--- src/rtl/c3nc_pkg.sv ---
// Shared types, constants and helper functions for the 3x3 normalized convolution block.
`timescale 1ns / 1ps

package c3nc_pkg;

    localparam int PIX_W     = 8;
    localparam int COEF_W    = 16;
    localparam int CFG_W     = 48;
    localparam int DIM_W     = 12;
    localparam int POS_W     = 22;
    localparam int SIZE_W    = 24;
    localparam int ACC_W     = 32;
    localparam int DSUM_W    = 20;
    localparam int BASE_W    = 16;
    localparam int TAP_CNT_W = 4;
    localparam int NUM_TAPS  = 9;
    localparam int IDX_W     = 3;

    localparam logic [PIX_W-1:0] PIX_CEIL  = 8'd255;
    localparam logic [PIX_W-1:0] PIX_FLOOR = 8'd8;

    localparam logic [IDX_W-1:0] REG_COEF_TOP    = 3'd0;
    localparam logic [IDX_W-1:0] REG_COEF_MIDDLE = 3'd1;
    localparam logic [IDX_W-1:0] REG_COEF_BOTTOM = 3'd2;
    localparam logic [IDX_W-1:0] REG_WIDTH       = 3'd3;
    localparam logic [IDX_W-1:0] REG_HEIGHT      = 3'd4;

    typedef enum logic [2:0] {
        ST_IDLE,
        ST_MAC,
        ST_DLOAD,
        ST_DIV,
        ST_OUT
    } ctrl_state_t;

    typedef struct packed {
        logic accept;
        logic mac_step;
        logic div_load;
        logic div_step;
        logic out_load;
    } dp_cmd_t;

    typedef struct packed {
        logic emit;
        logic mac_last;
        logic div_last;
        logic out_free;
    } dp_sts_t;

    typedef struct packed {
        logic [CFG_W-1:0] coef_top;
        logic [CFG_W-1:0] coef_middle;
        logic [CFG_W-1:0] coef_bottom;
        logic [DIM_W-1:0] width;
        logic [DIM_W-1:0] height;
    } cfg_t;

    // Row distance (2 - r) of a window tap, tap = r*3 + s.
    function automatic logic [1:0] tap_row_dist(input logic [TAP_CNT_W-1:0] tap);
        logic [1:0] d;
        unique case (tap)
            4'd0, 4'd1, 4'd2: d = 2'd2;
            4'd3, 4'd4, 4'd5: d = 2'd1;
            default:          d = 2'd0;
        endcase
        return d;
    endfunction

    // Column distance (2 - s) of a window tap.
    function automatic logic [1:0] tap_col_dist(input logic [TAP_CNT_W-1:0] tap);
        logic [1:0] d;
        unique case (tap)
            4'd0, 4'd3, 4'd6: d = 2'd2;
            4'd1, 4'd4, 4'd7: d = 2'd1;
            default:          d = 2'd0;
        endcase
        return d;
    endfunction

    function automatic logic signed [COEF_W-1:0] tap_coef(
        input logic [TAP_CNT_W-1:0] tap,
        input logic [CFG_W-1:0]     top,
        input logic [CFG_W-1:0]     mid,
        input logic [CFG_W-1:0]     bot
    );
        logic [CFG_W-1:0] row;
        logic [1:0]       col;
        logic [COEF_W-1:0] f;
        unique case (tap_row_dist(tap))
            2'd2:    row = top;
            2'd1:    row = mid;
            default: row = bot;
        endcase
        col = 2'd2 - tap_col_dist(tap);
        unique case (col)
            2'd0:    f = row[15:0];
            2'd1:    f = row[31:16];
            default: f = row[47:32];
        endcase
        return $signed(f);
    endfunction

endpackage

--- src/rtl/c3nc_ctrl.sv ---
// Sequencer for the 3x3 convolution: accept, multiply-accumulate, divide, deliver.
`timescale 1ns / 1ps

module c3nc_ctrl (
    input  logic              clk,
    input  logic              rst_n,
    input  logic              s_tvalid,
    output logic              s_tready,
    output c3nc_pkg::dp_cmd_t cmd,
    input  c3nc_pkg::dp_sts_t sts
);
    import c3nc_pkg::*;

    ctrl_state_t state_reg;
    ctrl_state_t state_next;

    always_ff @(posedge clk or negedge rst_n)
    begin
        if (!rst_n)
        begin
            state_reg <= ST_IDLE;
        end
        else
        begin
            state_reg <= state_next;
        end
    end

    always_comb
    begin
        state_next = state_reg;
        cmd        = '0;
        s_tready   = 1'b0;
        unique case (state_reg)
            ST_IDLE:
            begin
                s_tready   = 1'b1;
                cmd.accept = s_tvalid;
                if (s_tvalid && sts.emit)
                begin
                    state_next = ST_MAC;
                end
            end
            ST_MAC:
            begin
                cmd.mac_step = 1'b1;
                if (sts.mac_last)
                begin
                    state_next = ST_DLOAD;
                end
            end
            ST_DLOAD:
            begin
                cmd.div_load = 1'b1;
                state_next   = ST_DIV;
            end
            ST_DIV:
            begin
                cmd.div_step = 1'b1;
                if (sts.div_last)
                begin
                    state_next = ST_OUT;
                end
            end
            ST_OUT:
            begin
                // hold until the output register can take the result
                if (sts.out_free)
                begin
                    cmd.out_load = 1'b1;
                    state_next   = ST_IDLE;
                end
            end
            default:
            begin
                state_next = ST_IDLE;
            end
        endcase
    end

endmodule

--- config.mk ---
export PLATFORM = sky130hd
export DESIGN_NAME = c3nc_ctrl
export DESIGN_NICKNAME = d
export VERILOG_FILES = /design/src/rtl/c3nc_pkg.sv /design/src/rtl/c3nc_ctrl.sv
export SDC_FILE = /design/constraint.sdc
export NUM_CORES = 1
export LEC_CHECK = 0
export BUFFER_PORTS_ARGS = -buffer_cell sky130_fd_sc_hd__buf_2
export CAP_MARGIN = 20
export CORE_AREA = 2 2 39 41
export CTS_CLUSTER_DIAMETER = 120
export DETAILED_ROUTE_END_ITERATION = 7
export DIE_AREA = 0 0 41 43
export PLACE_DENSITY_LB_ADDON = 0.2
export SLEW_MARGIN = 25
export SYNTH_ARGS = -nofsm -noshare
export SYNTH_HDL_FRONTEND = slang
export SYNTH_SLANG_ARGS = --single-unit
--- constraint.sdc ---
create_clock -name clk -period 1.6 [get_ports clk]
set_input_delay 0.32 -clock clk [delete_from_list [all_inputs] [get_ports clk]]
set_output_delay 0.32 -clock clk [all_outputs]
set_load 0.02 [all_outputs]
==> results.toml, run 1 <==
[cts]
clock-sinks = 3
cts_max_level = 1
cts_setup_buffers = 0
numCtsBuffers = 3
ctsHoldBuffers = 1
worstSkewPairLatency_ns = 0.24
cts_tree = "built"
clk_pin_slew_ns = 0.04
clk_path_buf_depth = 2
root_buffer = "clkbuf_4"
cts_resized = 0

[power]
p_int_mw = 0.3374
seq_power_share = 0.314
p_comb_frac = 0.472
swShare = 0.4634
ir_drop_mv = 0.4396
clock_power_share = 0.215
p_leak_nw = 0.1570
power_switching_mw = 0.2914
cellPowerDensity_mw_per_mm2 = 2010

[cells_and_area]
fin_util = 0.2260
nNetsFinal = 45
final_common_cell = "buf_2"
largest_reg_flops = 3
final_cell_mix = "buf_2 (12), clkbuf_4 (3), dfrtp_1 (3)"
n_antenna_cell = 0
fillers = 164
drive_above_1_share = 0.5135
syn_to_final_growth_pct = 48.81
fin_area_sq_um = 312.8

[synthesis]
synth_cell_type_count = 18
netlist_area_sq_um = 210.2
synth_nets = 29
seq_area_frac_synth = 0.3571
synth_cells = 22
syn_area_per_cell_sq_um = 9.555
yosys_warnings = 0
synth_seq_cells = 3

[setup_path]
cp.arrival_ns = 1.21
timing.rr.start = "state_reg[0]"
start_kind = "flip-flop"
cpPeakStageDelay_ns = 0.48
reg2reg_slack_ns = 0.42
path_class = "reg -> out"
timing.rr.end = "state_reg[2]"
reg2regPathDepth = 2
cp_max_fo = 11
required_ns = 1.28
cp-end-kind = "output port"
worst_path_max_delay_cell = "dfrtp_1"
path_cells = "and4bb_2 > buf_2"

[sta]
fin_setup_tns_ns = 0
period_share = 0.9563
finClkSkew_ns = 0.001948
fin_ws_ns = 0.06988
hold_violations = 0
slew_viol_final = 0
rsz0062_at_grt = "no"
setup_viol = 0
fmax_mhz = 653.5
worst_pin_slew_ns = 0.3258
period_minus_slack_ns = 1.530
maxSlewHeadroom = 0.7828

[grt]
antenna_found_initial = 0
grt_max_degree = 12
grt_pass1_vias = 193
track_usage = 0.07258
grt.overflow.total = 0
grt_first_pass_wirelength_um = 828

[placed_design]
preCtsSetupSlack_ns = 0.3169
placed_cell_area_sq_um = 276.5
place.gp.congestion = 0.7247
portBuffers = 12
dp_hpwl_um = 375.3

[drt]
viasPerCell = 4.208
routed-wl-met3_um = 26
first_iter_violations = 2
post_drt_wl_per_cell_um = 9.434
drtAntennaViolNets = 0
wl_met1_um = 225
drc = 0
topRoutingLayerUsed = "met4"
first_pass_iters = 2
wl_met2_um = 233
totalWireLength_um = 500
num_vias = 223

[floorplan]
io_pins = 13
coreArea_sq_mm = 0.001384
rows = 14
die_height_um = 43
die_area_sq_mm = 0.001763
die_w_um = 41
start_util = 0.1519

[status]
status = "finished clean"

[hold_path]
hp-start = "sts[1]"
hold_path_depth = 2
hp-class = "in -> reg"
hold-path-endpoint = "state_reg[1]"

[job]
max-cap-violations = 0
layer usage:
metal	track usage	vias up
li1	-	110
met1	0.09772	103
met2	0.08438	8
met3	0.01571	2
met4	0.08000	0
met5	0	-
logic make-up after synthesis:
| logic type | Yosys count | synth area share |
|---|---|---|
| AOI/OAI and AO/OA | 5 | 0.1786 |
| and+or+nand+nor | 11 | 0.3572 |
| DFF | 3 | 0.3571 |
| buffers and inverters | 3 | 0.1071 |
cells in the mapped netlist:
library cell,number,area (sq um)
a21oi_1,1,5.000
o31a_1,1,8.760
or4b_4,1,13.76
a311oi_1,1,8.760
nor2b_1,1,6.260
dfrtp_1,3,75.07
o21ai_2,1,8.760
nor2_1,2,7.510
nor3_1,2,10.01
and2_1,1,6.260
and4bb_2,1,12.51
buf_6,1,11.26
inv_1,1,3.750
buf_4,1,7.510
nand2_1,1,3.750
and3b_1,1,8.760
a31oi_1,1,6.260
nand2b_1,1,6.260
power by group through the flow:
stage	Clock, mW	Combinational (mW)	Sequential (mW)
final	0.135	0.297	0.197
after global routing	0.152	0.324	0.211
after CTS	0.141	0.303	0.200
after detailed placement	0	0.299	0.200
after global placement	0	0.299	0.194
after floorplan	0	0.309	0.134
worst max-delay path: cells and delay by family, from the launching register on:
kind / cells / cell delay, ns
and+or+nand+nor: 1 / 0.34
DFF: 1 / 0.48
buffers and inverters: 1 / 0.16
worst max-delay path by stage:
stage	start	to
after floorplan	state_reg[1]	cmd[4]
after global placement	state_reg[0]	cmd[0]
after detailed placement	state_reg[0]	cmd[0]
after CTS	state_reg[0]	cmd[0]
after global routing	state_reg[1]	cmd[4]
final	state_reg[0]	cmd[0]
per-stage QoR:
stage,power [mW],hold WS [ns],std cells
2_1_floorplan,0.4427,0.02441,22
3_3_place_gp,0.4935,0.1195,48
3_5_place_dp,0.4989,0.1184,48
4_1_cts,0.6440,0.3167,53
5_1_grt,0.6865,0.3262,53
6_report,0.6289,0.3212,53
area by class of cell:
type                    instances  area (sq um)  share of cell area
clock buffers                   4         26.28             0.08400
inverters                       1         3.754             0.01200
multi-input cells              16         117.6              0.3760
well taps                      16         20.02             0.06400
flip-flops and latches          3         75.07              0.2400
repair buffers                 13         70.07              0.2240
Note: power is estimated with default switching activity, not from simulation.
==> run 2: changes to the inputs <==
- CTS_BUF_LIST: unset -> sky130_fd_sc_hd__clkbuf_16
==> run 2 against run 1 <==
  * Sequential share of layout area fell by 3.5 points
  * Global-route usage rose by 0.60 points
  * Non-clock buffer count did not move
  * Highest routed layer is now met3
==> results.toml, run 2 (same netlist as run 1, synthesis figures left out) <==
[status]
status = "finished clean"

[sta]
fin_setup_tns_ns = 0
hold_violations = 0
slew_viol_final = 0
fmax_mhz = 658.2
rsz0062_at_grt = "no"
setup_viol = 0
finClkSkew_ns = 0.00006428
period_minus_slack_ns = 1.519
period_share = 0.9496
hold_ws_ns = 0.3329
maxSlewHeadroom = 0.7794
worst_pin_slew_ns = 0.3309

[power]
ir_drop_mv = 0.5928
p_comb_frac = 0.336
seq_power_share = 0.225
clock_power_share = 0.440
p_int_mw = 0.5663
p_leak_nw = 0.1843
cellPowerDensity_mw_per_mm2 = 2429
power_switching_mw = 0.3211
swShare = 0.3619

[cts]
cts_tree = "built"
clk_path_buf_depth = 2
clk_pin_slew_ns = 0.03
numCtsBuffers = 3
cts_resized = 0
root_buffer = "clkbuf_16"
clock-sinks = 3
worstSkewPairLatency_ns = 0.22
cts_max_level = 1

[drt]
first_pass_iters = 2
drtAntennaViolNets = 0
drc = 0
first_iter_violations = 2
num_vias = 213
totalWireLength_um = 529
viasPerCell = 4.019
post_drt_wl_per_cell_um = 9.981

[grt]
grt_first_pass_wirelength_um = 869
antenna_found_initial = 0
grt_pass1_vias = 193
track_usage = 0.07855
grt_max_degree = 12
grt.overflow.total = 0

[setup_path]
crit_buf_inv = 1
cpPeakStageDelay_ns = 0.48
path_class = "reg -> out"
worst_path_max_delay_cell = "dfrtp_1"
cp_top_family = "flip-flops"
start_kind = "flip-flop"
cp.arrival_ns = 1.20
required_ns = 1.28
cp-end-kind = "output port"
path_cells = "and4bb_2 > buf_2"
cp_max_fo = 11

[floorplan]
die_w_um = 41
die_height_um = 43
io_pins = 13
start_util = 0.1519
coreArea_sq_mm = 0.001384
rows = 14
die_area_sq_mm = 0.001763

[cells_and_area]
nNetsFinal = 45
drive_above_1_share = 0.5135
syn_to_final_growth_pct = 73.81
final_cell_mix = "buf_2 (12), clkbuf_16 (3), dfrtp_1 (3)"
n_antenna_cell = 0
largest_reg_flops = 3
final_common_cell = "buf_2"
final_cells = 53

[placed_design]
placed_cells = 48
portBuffers = 12
place.gp.congestion = 0.7247
dp_hpwl_um = 375.3

[job]
max-cap-violations = 0

[hold_path]
hp-class = "in -> reg"
[run 2: path summary, 6_finish.rpt]
check	from	endpoint	slack, ns	cells past startpoint
worst max-delay path	state_reg[0]	cmd[0]	0.08	2
worst min-delay path	sts[1]	state_reg[1]	0.33	2
worst max register to register	state_reg[0]	state_reg[2]	0.42	2
worst min register to register	state_reg[2]	state_reg[1]	0.57	1
max in group asynchronous	rst_n	state_reg[2]	1.07	2
min in group asynchronous	rst_n	state_reg[0]	0.43	2
[run 2: metal layers]
layer / GRT usage / routed length, um / part of all wire / vias up
met5: 0 / 0 / 0 / -
li1: - / - / - / 109
met1: 0.1006 / 233 / 0.44 / 96
met3: 0.03141 / 34 / 0.064 / 0
met2: 0.09063 / 261 / 0.49 / 8
met4: 0.08000 / 0 / 0 / 0
[run 2: repair_timing]
action                    4_1_cts  5_1_grt
hold endpoints to repair        3        0
hold buffers                    1        0
setup buffers                   0        0
[run 2: final cells by class]
cell class / count / area, sq um
fillers: 155 / 1018
multi-input cells: 16 / 117.6
flip-flops and latches: 3 / 75.07
clock buffers: 3 / 75.07
repair buffers: 13 / 70.07
well taps: 16 / 20.02
clock inverters: 1 / 3.754
inverters: 1 / 3.754
[run 2: metrics by stage]
stage               area, sq um  setup WS, ns    util  power [mW]
floorplan                 215.2        0.1584       -      0.4427
global placement          276.5        0.3286  0.1998      0.4935
detailed placement        276.5        0.3169  0.1998      0.4989
CTS                       365.4       0.07360  0.2640      0.8986
global route              365.4       0.02575  0.2640      0.9451
finish                    365.4       0.08061  0.2640      0.8874
[run 2: worst register-to-register path, stage by stage, from the launching register on]
cell     delay, ns
dfrtp_1       0.48
or4b_4        0.56
o21ai_2       0.06
[run 2: power groups by stage]
stage	Clock, mW	Combinational (mW)	Sequential, mW
4_1_cts	0.394	0.304	0.200
6_report	0.390	0.298	0.199
3_3_place_gp	0	0.299	0.194
2_1_floorplan	0	0.309	0.134
3_5_place_dp	0	0.299	0.200
5_1_grt	0.406	0.326	0.213
